[src/rtl/streaming_merge_priority_queue_macros.svh]
// assertion macros for the streaming merge priority queue
// used by the top level only, no other dependencies
`ifndef STREAMING_MERGE_PRIORITY_QUEUE_MACROS_SVH
`define STREAMING_MERGE_PRIORITY_QUEUE_MACROS_SVH

// same-cycle implication, disabled while reset is low
`define SMPQ_ASSERT_IMP(lbl, clk, rst_n, ante, cons, msg) \
    lbl: assert property (@(posedge clk) disable iff (!(rst_n)) (ante) |-> (cons)) \
        else $error(msg);

// next-cycle implication, disabled while reset is low
`define SMPQ_ASSERT_NXT(lbl, clk, rst_n, ante, cons, msg) \
    lbl: assert property (@(posedge clk) disable iff (!(rst_n)) (ante) |=> (cons)) \
        else $error(msg);

`endif

[src/rtl/smpq_pkg.sv]
// shared constants and types for the streaming merge priority queue
// no dependencies
`timescale 1ns / 1ps

package smpq_pkg;

    localparam int SID_BITS     = 4;
    localparam int OUT_SID_BITS = 5;

    localparam logic FUNC_PUSH = 1'b0;
    localparam logic FUNC_POP  = 1'b1;

    // per-cycle operation broadcast to every cell
    typedef struct packed {
        logic push;
        logic pop;
    } t_op;

endpackage

[src/rtl/smpq_cell.sv]
// one cell of the sorted chain: holds one (value, stream id) entry
// depends on smpq_pkg
`timescale 1ns / 1ps

module smpq_cell #(
    parameter int VALUE_BITS = 32
) (
    input  logic                              i_clk,
    input  smpq_pkg::t_op                     i_op,
    input  logic                              i_occ,
    input  logic signed [VALUE_BITS-1:0]      i_new_value,
    input  logic [smpq_pkg::SID_BITS-1:0]     i_new_sid,
    input  logic                              i_left_lt,
    input  logic signed [VALUE_BITS-1:0]      i_left_value,
    input  logic [smpq_pkg::SID_BITS-1:0]     i_left_sid,
    input  logic signed [VALUE_BITS-1:0]      i_right_value,
    input  logic [smpq_pkg::SID_BITS-1:0]     i_right_sid,
    output logic                              o_lt,
    output logic signed [VALUE_BITS-1:0]      o_value,
    output logic [smpq_pkg::SID_BITS-1:0]     o_sid
);

    logic signed [VALUE_BITS-1:0]  r_value;
    logic signed [VALUE_BITS-1:0]  n_value;
    logic [smpq_pkg::SID_BITS-1:0] r_sid;
    logic [smpq_pkg::SID_BITS-1:0] n_sid;

    // new entry sorts before the held one, or this cell is empty
    assign o_lt = !i_occ
               || (i_new_value < r_value)
               || ((i_new_value == r_value) && (i_new_sid < r_sid));

    always_comb begin
        n_value = r_value;
        n_sid   = r_sid;
        if (i_op.push && o_lt) begin
            if (i_left_lt) begin
                n_value = i_left_value;
                n_sid   = i_left_sid;
            end else begin
                n_value = i_new_value;
                n_sid   = i_new_sid;
            end
        end else if (i_op.pop) begin
            n_value = i_right_value;
            n_sid   = i_right_sid;
        end
    end

    always_ff @(posedge i_clk) begin
        r_value <= n_value;
        r_sid   <= n_sid;
    end

    assign o_value = r_value;
    assign o_sid   = r_sid;

endmodule

[src/rtl/streaming_merge_priority_queue.sv]
// Merge priority queue for external sort: a chain of MAX_STREAMS cells kept
// sorted by (signed value, stream id), smallest in the first cell. A push
// inserts in place and a pop shifts the chain by one, both in the cycle the
// item is accepted, so the block takes one item per clock while o_stall is
// low, and the result is registered in the output. The cycle is set by the
// value compare that every cell makes against the incoming item. A pop of
// an empty queue returns all ones with o_was_empty; a push into a full queue
// is dropped with o_overflow. No clearing pass is needed after reset.
// depends on smpq_pkg, smpq_cell and streaming_merge_priority_queue_macros.svh
`timescale 1ns / 1ps

`include "streaming_merge_priority_queue_macros.svh"

module streaming_merge_priority_queue #(
    parameter int MAX_STREAMS = 16,
    parameter int VALUE_BITS  = 32
) (
    input  logic                                   i_clk,
    input  logic                                   i_rst_n,
    input  logic                                   i_valid,
    output logic                                   o_stall,
    input  logic                                   i_func,
    input  logic [smpq_pkg::SID_BITS-1:0]          i_stream_id,
    input  logic signed [VALUE_BITS-1:0]           i_value,
    output logic                                   o_valid,
    input  logic                                   i_stall,
    output logic signed [VALUE_BITS-1:0]           o_out_value,
    output logic signed [smpq_pkg::OUT_SID_BITS-1:0] o_out_stream,
    output logic                                   o_was_empty,
    output logic                                   o_has_more,
    output logic                                   o_overflow
);

    localparam int CNT_W = $clog2(MAX_STREAMS + 1);

    logic                 w_in_acc;
    logic                 w_full;
    logic                 w_empty;
    smpq_pkg::t_op        w_op;

    logic [CNT_W-1:0]     r_count;
    logic [CNT_W-1:0]     n_count;

    logic                 r_out_valid;
    logic                 n_out_valid;
    logic signed [VALUE_BITS-1:0]             r_out_value;
    logic signed [VALUE_BITS-1:0]             n_out_value;
    logic signed [smpq_pkg::OUT_SID_BITS-1:0] r_out_stream;
    logic signed [smpq_pkg::OUT_SID_BITS-1:0] n_out_stream;
    logic                 r_was_empty;
    logic                 n_was_empty;
    logic                 r_has_more;
    logic                 n_has_more;
    logic                 r_overflow;
    logic                 n_overflow;

    logic signed [VALUE_BITS-1:0]      w_value [MAX_STREAMS];
    logic [smpq_pkg::SID_BITS-1:0]     w_sid   [MAX_STREAMS];
    logic                              w_lt    [MAX_STREAMS];

    assign o_stall  = r_out_valid && i_stall;
    assign w_in_acc = i_valid && !o_stall;
    assign w_full   = (r_count == CNT_W'(MAX_STREAMS));
    assign w_empty  = (r_count == '0);

    assign w_op.push = w_in_acc && (i_func == smpq_pkg::FUNC_PUSH) && !w_full;
    assign w_op.pop  = w_in_acc && (i_func == smpq_pkg::FUNC_POP) && !w_empty;

    // sorted chain
    for (genvar g = 0; g < MAX_STREAMS; g++) begin : g_cell
        logic                           w_left_lt;
        logic signed [VALUE_BITS-1:0]   w_left_value;
        logic [smpq_pkg::SID_BITS-1:0]  w_left_sid;
        logic signed [VALUE_BITS-1:0]   w_right_value;
        logic [smpq_pkg::SID_BITS-1:0]  w_right_sid;

        if (g == 0) begin : g_first
            assign w_left_lt    = 1'b0;
            assign w_left_value = '0;
            assign w_left_sid   = '0;
        end else begin : g_mid
            assign w_left_lt    = w_lt[g-1];
            assign w_left_value = w_value[g-1];
            assign w_left_sid   = w_sid[g-1];
        end

        if (g == MAX_STREAMS - 1) begin : g_last
            assign w_right_value = w_value[g];
            assign w_right_sid   = w_sid[g];
        end else begin : g_inner
            assign w_right_value = w_value[g+1];
            assign w_right_sid   = w_sid[g+1];
        end

        smpq_cell #(
            .VALUE_BITS (VALUE_BITS)
        ) u_cell (
            .i_clk         (i_clk),
            .i_op          (w_op),
            .i_occ         (CNT_W'(g) < r_count),
            .i_new_value   (i_value),
            .i_new_sid     (i_stream_id),
            .i_left_lt     (w_left_lt),
            .i_left_value  (w_left_value),
            .i_left_sid    (w_left_sid),
            .i_right_value (w_right_value),
            .i_right_sid   (w_right_sid),
            .o_lt          (w_lt[g]),
            .o_value       (w_value[g]),
            .o_sid         (w_sid[g])
        );
    end

    always_comb begin
        n_count      = r_count;
        n_out_valid  = r_out_valid && i_stall;
        n_out_value  = r_out_value;
        n_out_stream = r_out_stream;
        n_was_empty  = r_was_empty;
        n_has_more   = r_has_more;
        n_overflow   = r_overflow;
        if (w_op.push) begin
            n_count = r_count + CNT_W'(1);
        end else if (w_op.pop) begin
            n_count = r_count - CNT_W'(1);
        end
        if (w_in_acc) begin
            n_out_valid  = 1'b1;
            n_out_value  = '1;
            n_out_stream = '1;
            n_was_empty  = (i_func == smpq_pkg::FUNC_POP) && w_empty;
            n_overflow   = (i_func == smpq_pkg::FUNC_PUSH) && w_full;
            n_has_more   = (n_count != '0);
            if (w_op.pop) begin
                n_out_value  = w_value[0];
                n_out_stream = {1'b0, w_sid[0]};
            end
        end
    end

    always_ff @(posedge i_clk) begin
        if (!i_rst_n) begin
            r_count     <= '0;
            r_out_valid <= 1'b0;
        end else begin
            r_count     <= n_count;
            r_out_valid <= n_out_valid;
        end
        r_out_value  <= n_out_value;
        r_out_stream <= n_out_stream;
        r_was_empty  <= n_was_empty;
        r_has_more   <= n_has_more;
        r_overflow   <= n_overflow;
    end

    assign o_valid      = r_out_valid;
    assign o_out_value  = r_out_value;
    assign o_out_stream = r_out_stream;
    assign o_was_empty  = r_was_empty;
    assign o_has_more   = r_has_more;
    assign o_overflow   = r_overflow;

    `SMPQ_ASSERT_IMP(a_count_range, i_clk, i_rst_n, 1'b1, r_count <= CNT_W'(MAX_STREAMS), "entry count above depth")
    `SMPQ_ASSERT_IMP(a_head_sorted, i_clk, i_rst_n, r_count >= CNT_W'(2), !((w_value[1] < w_value[0]) || ((w_value[1] == w_value[0]) && (w_sid[1] < w_sid[0]))), "first two cells out of order")
    `SMPQ_ASSERT_NXT(a_push_count, i_clk, i_rst_n, w_op.push, r_count == CNT_W'($past(r_count) + CNT_W'(1)), "push did not grow the queue")
    `SMPQ_ASSERT_NXT(a_empty_pop, i_clk, i_rst_n, w_in_acc && (i_func == smpq_pkg::FUNC_POP) && w_empty, o_valid && o_was_empty && !o_has_more, "empty pop not flagged")
    `SMPQ_ASSERT_IMP(a_overflow_full, i_clk, i_rst_n, o_valid && o_overflow, o_has_more && !o_was_empty && w_full, "overflow without full queue")

endmodule
[config.mk]
export PLATFORM = sky130hd
export DESIGN_NAME = streaming_merge_priority_queue
export DESIGN_NICKNAME = d
export VERILOG_FILES = /design/src/rtl/smpq_pkg.sv /design/src/rtl/smpq_cell.sv /design/src/rtl/streaming_merge_priority_queue.sv
export VERILOG_INCLUDE_DIRS = /design/src /design/src/rtl
export SDC_FILE = /design/constraint.sdc
export NUM_CORES = 2
export LEC_CHECK = 0
export BUFFER_PORTS_ARGS = -buffer_cell sky130_fd_sc_hd__buf_4
export CAP_MARGIN = 10
export CORE_MARGIN = 2
export CORE_UTILIZATION = 44
export CTS_CLUSTER_SIZE = 25
export DETAILED_ROUTE_END_ITERATION = 7
export GPL_TIMING_DRIVEN = 0
export PLACE_DENSITY_LB_ADDON = 0.25
export SLEW_MARGIN = 15
export SYNTH_ARGS = -nofsm -noshare
export SYNTH_HDL_FRONTEND = slang
export SYNTH_SLANG_ARGS = --single-unit
[constraint.sdc]
create_clock -name i_clk -period 8.12 [get_ports i_clk]
set_input_delay 0.406 -clock i_clk [delete_from_list [all_inputs] [get_ports i_clk]]
set_output_delay 0.406 -clock i_clk [all_outputs]
set_load 0.02 [all_outputs]
==> impl_results.md <==
- DRT Pass-1 Iters: 5
- Antenna-violating nets left: 0
- Worst slack, placed: 2.78 ns
- Num Clock Sinks: 622
- Die Wd: 325 µm
- Initial antenna violation count: 0
- H-tree levels: 3
- Tmin final: 4.78 ns
- Simple-gate portion of the synthesized area: 9.47%
- HPWL Detailed: 105000 µm
- Cts hold-fix bufs: 1
- Gr usage total: 24.2%
- Share of layout cells above drive strength 1: 8.56%
- Leak: 20.8 nW
- Routed WL: 131000 µm
- Hold Crit Depth: 2
- Flop2flop setup slack: 3.53 ns
- R2R Path Start: g_cell[7].u_cell.o_value[31]$_DFFE_PP_
- CP max FO: 20
- Die height: 325 µm
- Synth top area cells: edfxtp_1, ha_1, mux2i_1
- Asr flop ratio synth: 0%
- Synth Flop Type: edfxtp_1
- Top-count cell post-synth: nand2_1
- RSZ-0062 raised after global routing: false
- Ys Warns: 0
- Synth area leader: edfxtp_1
- Post-CTS setup buffers: 0
- Tightest Pin Transition: 1.10 ns
- Slew headroom: 27.0%
- Design Area, Final: 0.0505 mm²
- Critical path data required time: 8.48 ns
- IO Pins: 83
- Clk_skew: 0.0382 ns
- Clk_lat worst skew: 0.64 ns
- Fillers: 9509
- Post-synth top cells: nand2_1, edfxtp_1, inv_1, mux2i_1, ha_1
- Synth top area share: 40.8%
- FMAX: 209 MHz
- Post-synthesis mux area share: 14.6%
- CTS Buffer Depth: 3
- Initial core utilization: 44.5%
- Global route total overflow: 0
- # setup viols final: 0
- First-pass GRT wire length: 200000 µm
- Synth Area in XOR/XNOR: 0.0580%
- RR Endpoint: g_cell[7].u_cell.o_value[3]$_DFFE_PP_
- VDD IR max: 0.159 mV
- Synthesized cell area: 0.0453 mm²
- Routed WL per cell: 21.4 µm
- Min-delay worst type: in -> reg
- P_sw: 3.32 mW
- Reg clk slew, reported paths: 0.06 ns
- Vias in the first global route: 34500
- Synth Area in Compound Gates: 11.8%
- Slack of the critical path: 3.34 ns
- Critical path type: in -> reg
- Placer Congestion: 0.872
- Syn Area/Cell: 10.0 µm²
- Diode count: 0
- Post-synthesis adder-cell area fraction: 15.5%
- R2r worst-path depth: 9
- DRC errors left: 0
- #FFs+latches synth: 622
- TritonCTS buffer count: 72
- Max Cap Viol: 0
- Register area share after synthesis: 41.1%
- CTS tree: built
- Number of core rows: 117
- Int Power: 7.05 mW
- Sum Neg Setup Slack: 0 ns
- Comb power frac: 25.0%
- Synthesized instance count: 4513
- CORE AREA: 0.102 mm²
- Largest net degree at the start of global routing: 33
- Slew Limit Fails: 0
- HP Start: i_rst_n
- Number of synthesized flops with an enable pin: 616
- Placed inst area: 0.0481 mm²
- Outcome: finished, final reports clean
- PortBufs: 82
- Hold endpoint: r_count[3]$_SDFF_PN0_
- Clock Power Share: 32.7%
- Die ar.: 0.106 mm²
- Critical Path End Type: flop
- CTS Root Cell: clkbuf_16
- Pwr per Cell Area: 206 mW/mm²
- DR vias/cell: 5.69
- CP Data Arrival Time: 5.14 ns
- Starting DRT DRC Count: 2789
- Detailed-route via count: 34700
- Post-synthesis net count: 5117
- Sequential share of power: 42.3%
- Largest family of logic cells by synthesized area: adder cells
- Final worst path period share: 58.9%
- CTS-repair resized insts: 0
- Post-layout nets: 5291
- Sw frac: 32.1%
- Worst Setup Start Kind: input pin
- Synth-to-Final Area Change: 11.4%
- Netlist cell types: 72
- Final hold violations: 0
==> state kept, by name, summed over array words and instances, names as in the netlist <==
name,flops
g_cell.u_cell.o_value,512
g_cell.u_cell.o_sid,64
o_out_value,32
o_out_stream,5
r_count,5
o_has_more,1
o_overflow,1
o_valid,1
o_was_empty,1
==> area by class of cell <==
cell class / instances / area (µm²) / share of cell area (%)
buffer: 206 / 1180 / 2.35
clock buffer: 92 / 1940 / 3.85
clock inverter: 37 / 412 / 0.816
inverter: 576 / 2160 / 4.29
multi-input combinational: 3109 / 23400 / 46.4
sequential: 622 / 18600 / 36.9
tap: 1368 / 1710 / 3.39
timing repair buffer: 100 / 1010 / 2.00
==> layout by cell type (no fill, tap or decap), types with 24 or more instances in the layout <==
master and instances:
a221oi_1 24, buf_4 121, a21oi_1 220, mux2i_1 571, o21ai_0 401, mux2_1 30, nand2_1 616, ha_1 563
buf_2 48, inv_1 574, nor2_1 46, clkbuf_1 109, edfxtp_1 616, o211ai_1 45, nand4_1 99, o21ai_1 130
nand3_1 53, clkbuf_16 75, mux2_2 48
==> per-layer routing <==
layer  part of all wire [%]  GRT usage (%)  up-vias
met2                     47           40.2      921
met1                     45           33.0    16900
met5                      0              0        -
met4                    2.9           7.90        0
li1                       -              -    16700
met3                    4.7           2.43      208
==> power by group through the flow <==
stage               Sequential (mW)  Combinational, mW  Clock (mW)
floorplan                      4.33               1.75           0
global placement               4.48               2.39           0
detailed placement             4.46               2.55           0
CTS                            4.39               2.57        3.43
global route                   4.43               2.90        3.55
finish                         4.39               2.59        3.39
==> kinds of logic after synthesis <==
group           after synthesis
fa+ha+maj                   563
mux                         650
xor+xnor                      3
compound gates              943
buf+inv                     782
flops                       622
simple gates                950
==> critical path, cell delays in order <==
cell      delay (ns)
buf_4           0.18
clkbuf_1        0.52
inv_1           0.57
ha_1            0.38
nor2b_1         0.11
o211ai_1        0.11
a2111o_1        0.38
o211ai_1        0.19
a21oi_1         0.14
o211ai_1        0.85
clkbuf_1        0.50
nand2_2         0.46
buf_16          0.32
==> worst max path at each step <==
stage | slack (ns) | startpoint | depth (start not counted) | endpoint
after CTS | 3.41 | i_value[0] | 13 | g_cell[7].u_cell.o_value[3]$_DFFE_PP_
after global routing | 3.06 | i_value[0] | 13 | g_cell[7].u_cell.o_value[3]$_DFFE_PP_
after global placement | 0.54 | i_value[0] | 13 | g_cell[10].u_cell.o_value[27]$_DFFE_PP_
after detailed placement | 2.78 | i_value[0] | 13 | g_cell[7].u_cell.o_value[8]$_DFFE_PP_
after floorplan | 2.79 | i_value[10] | 10 | g_cell[10].u_cell.o_sid[0]$_DFFE_PP_
final | 3.34 | i_value[0] | 13 | g_cell[7].u_cell.o_value[3]$_DFFE_PP_
==> through the flow <==
| step | hold WS, ns | util [%] | power, mW | std cells |
|---|---|---|---|---|
| 4_1_cts | 0.0461 | 49.5 | 10.4 | 6110 |
| 5_1_grt | 0.0714 | 49.5 | 10.9 | 6110 |
| 3_5_place_dp | 0.540 | 47.2 | 7.01 | 5980 |
| 2_1_floorplan | 0.507 | - | 6.08 | 4513 |
| 3_3_place_gp | 0.534 | 46.7 | 6.87 | 5963 |
| 6_report | 0.0760 | 49.5 | 10.4 | 6110 |
No activity file was read; power rests on OpenSTA's default activity.
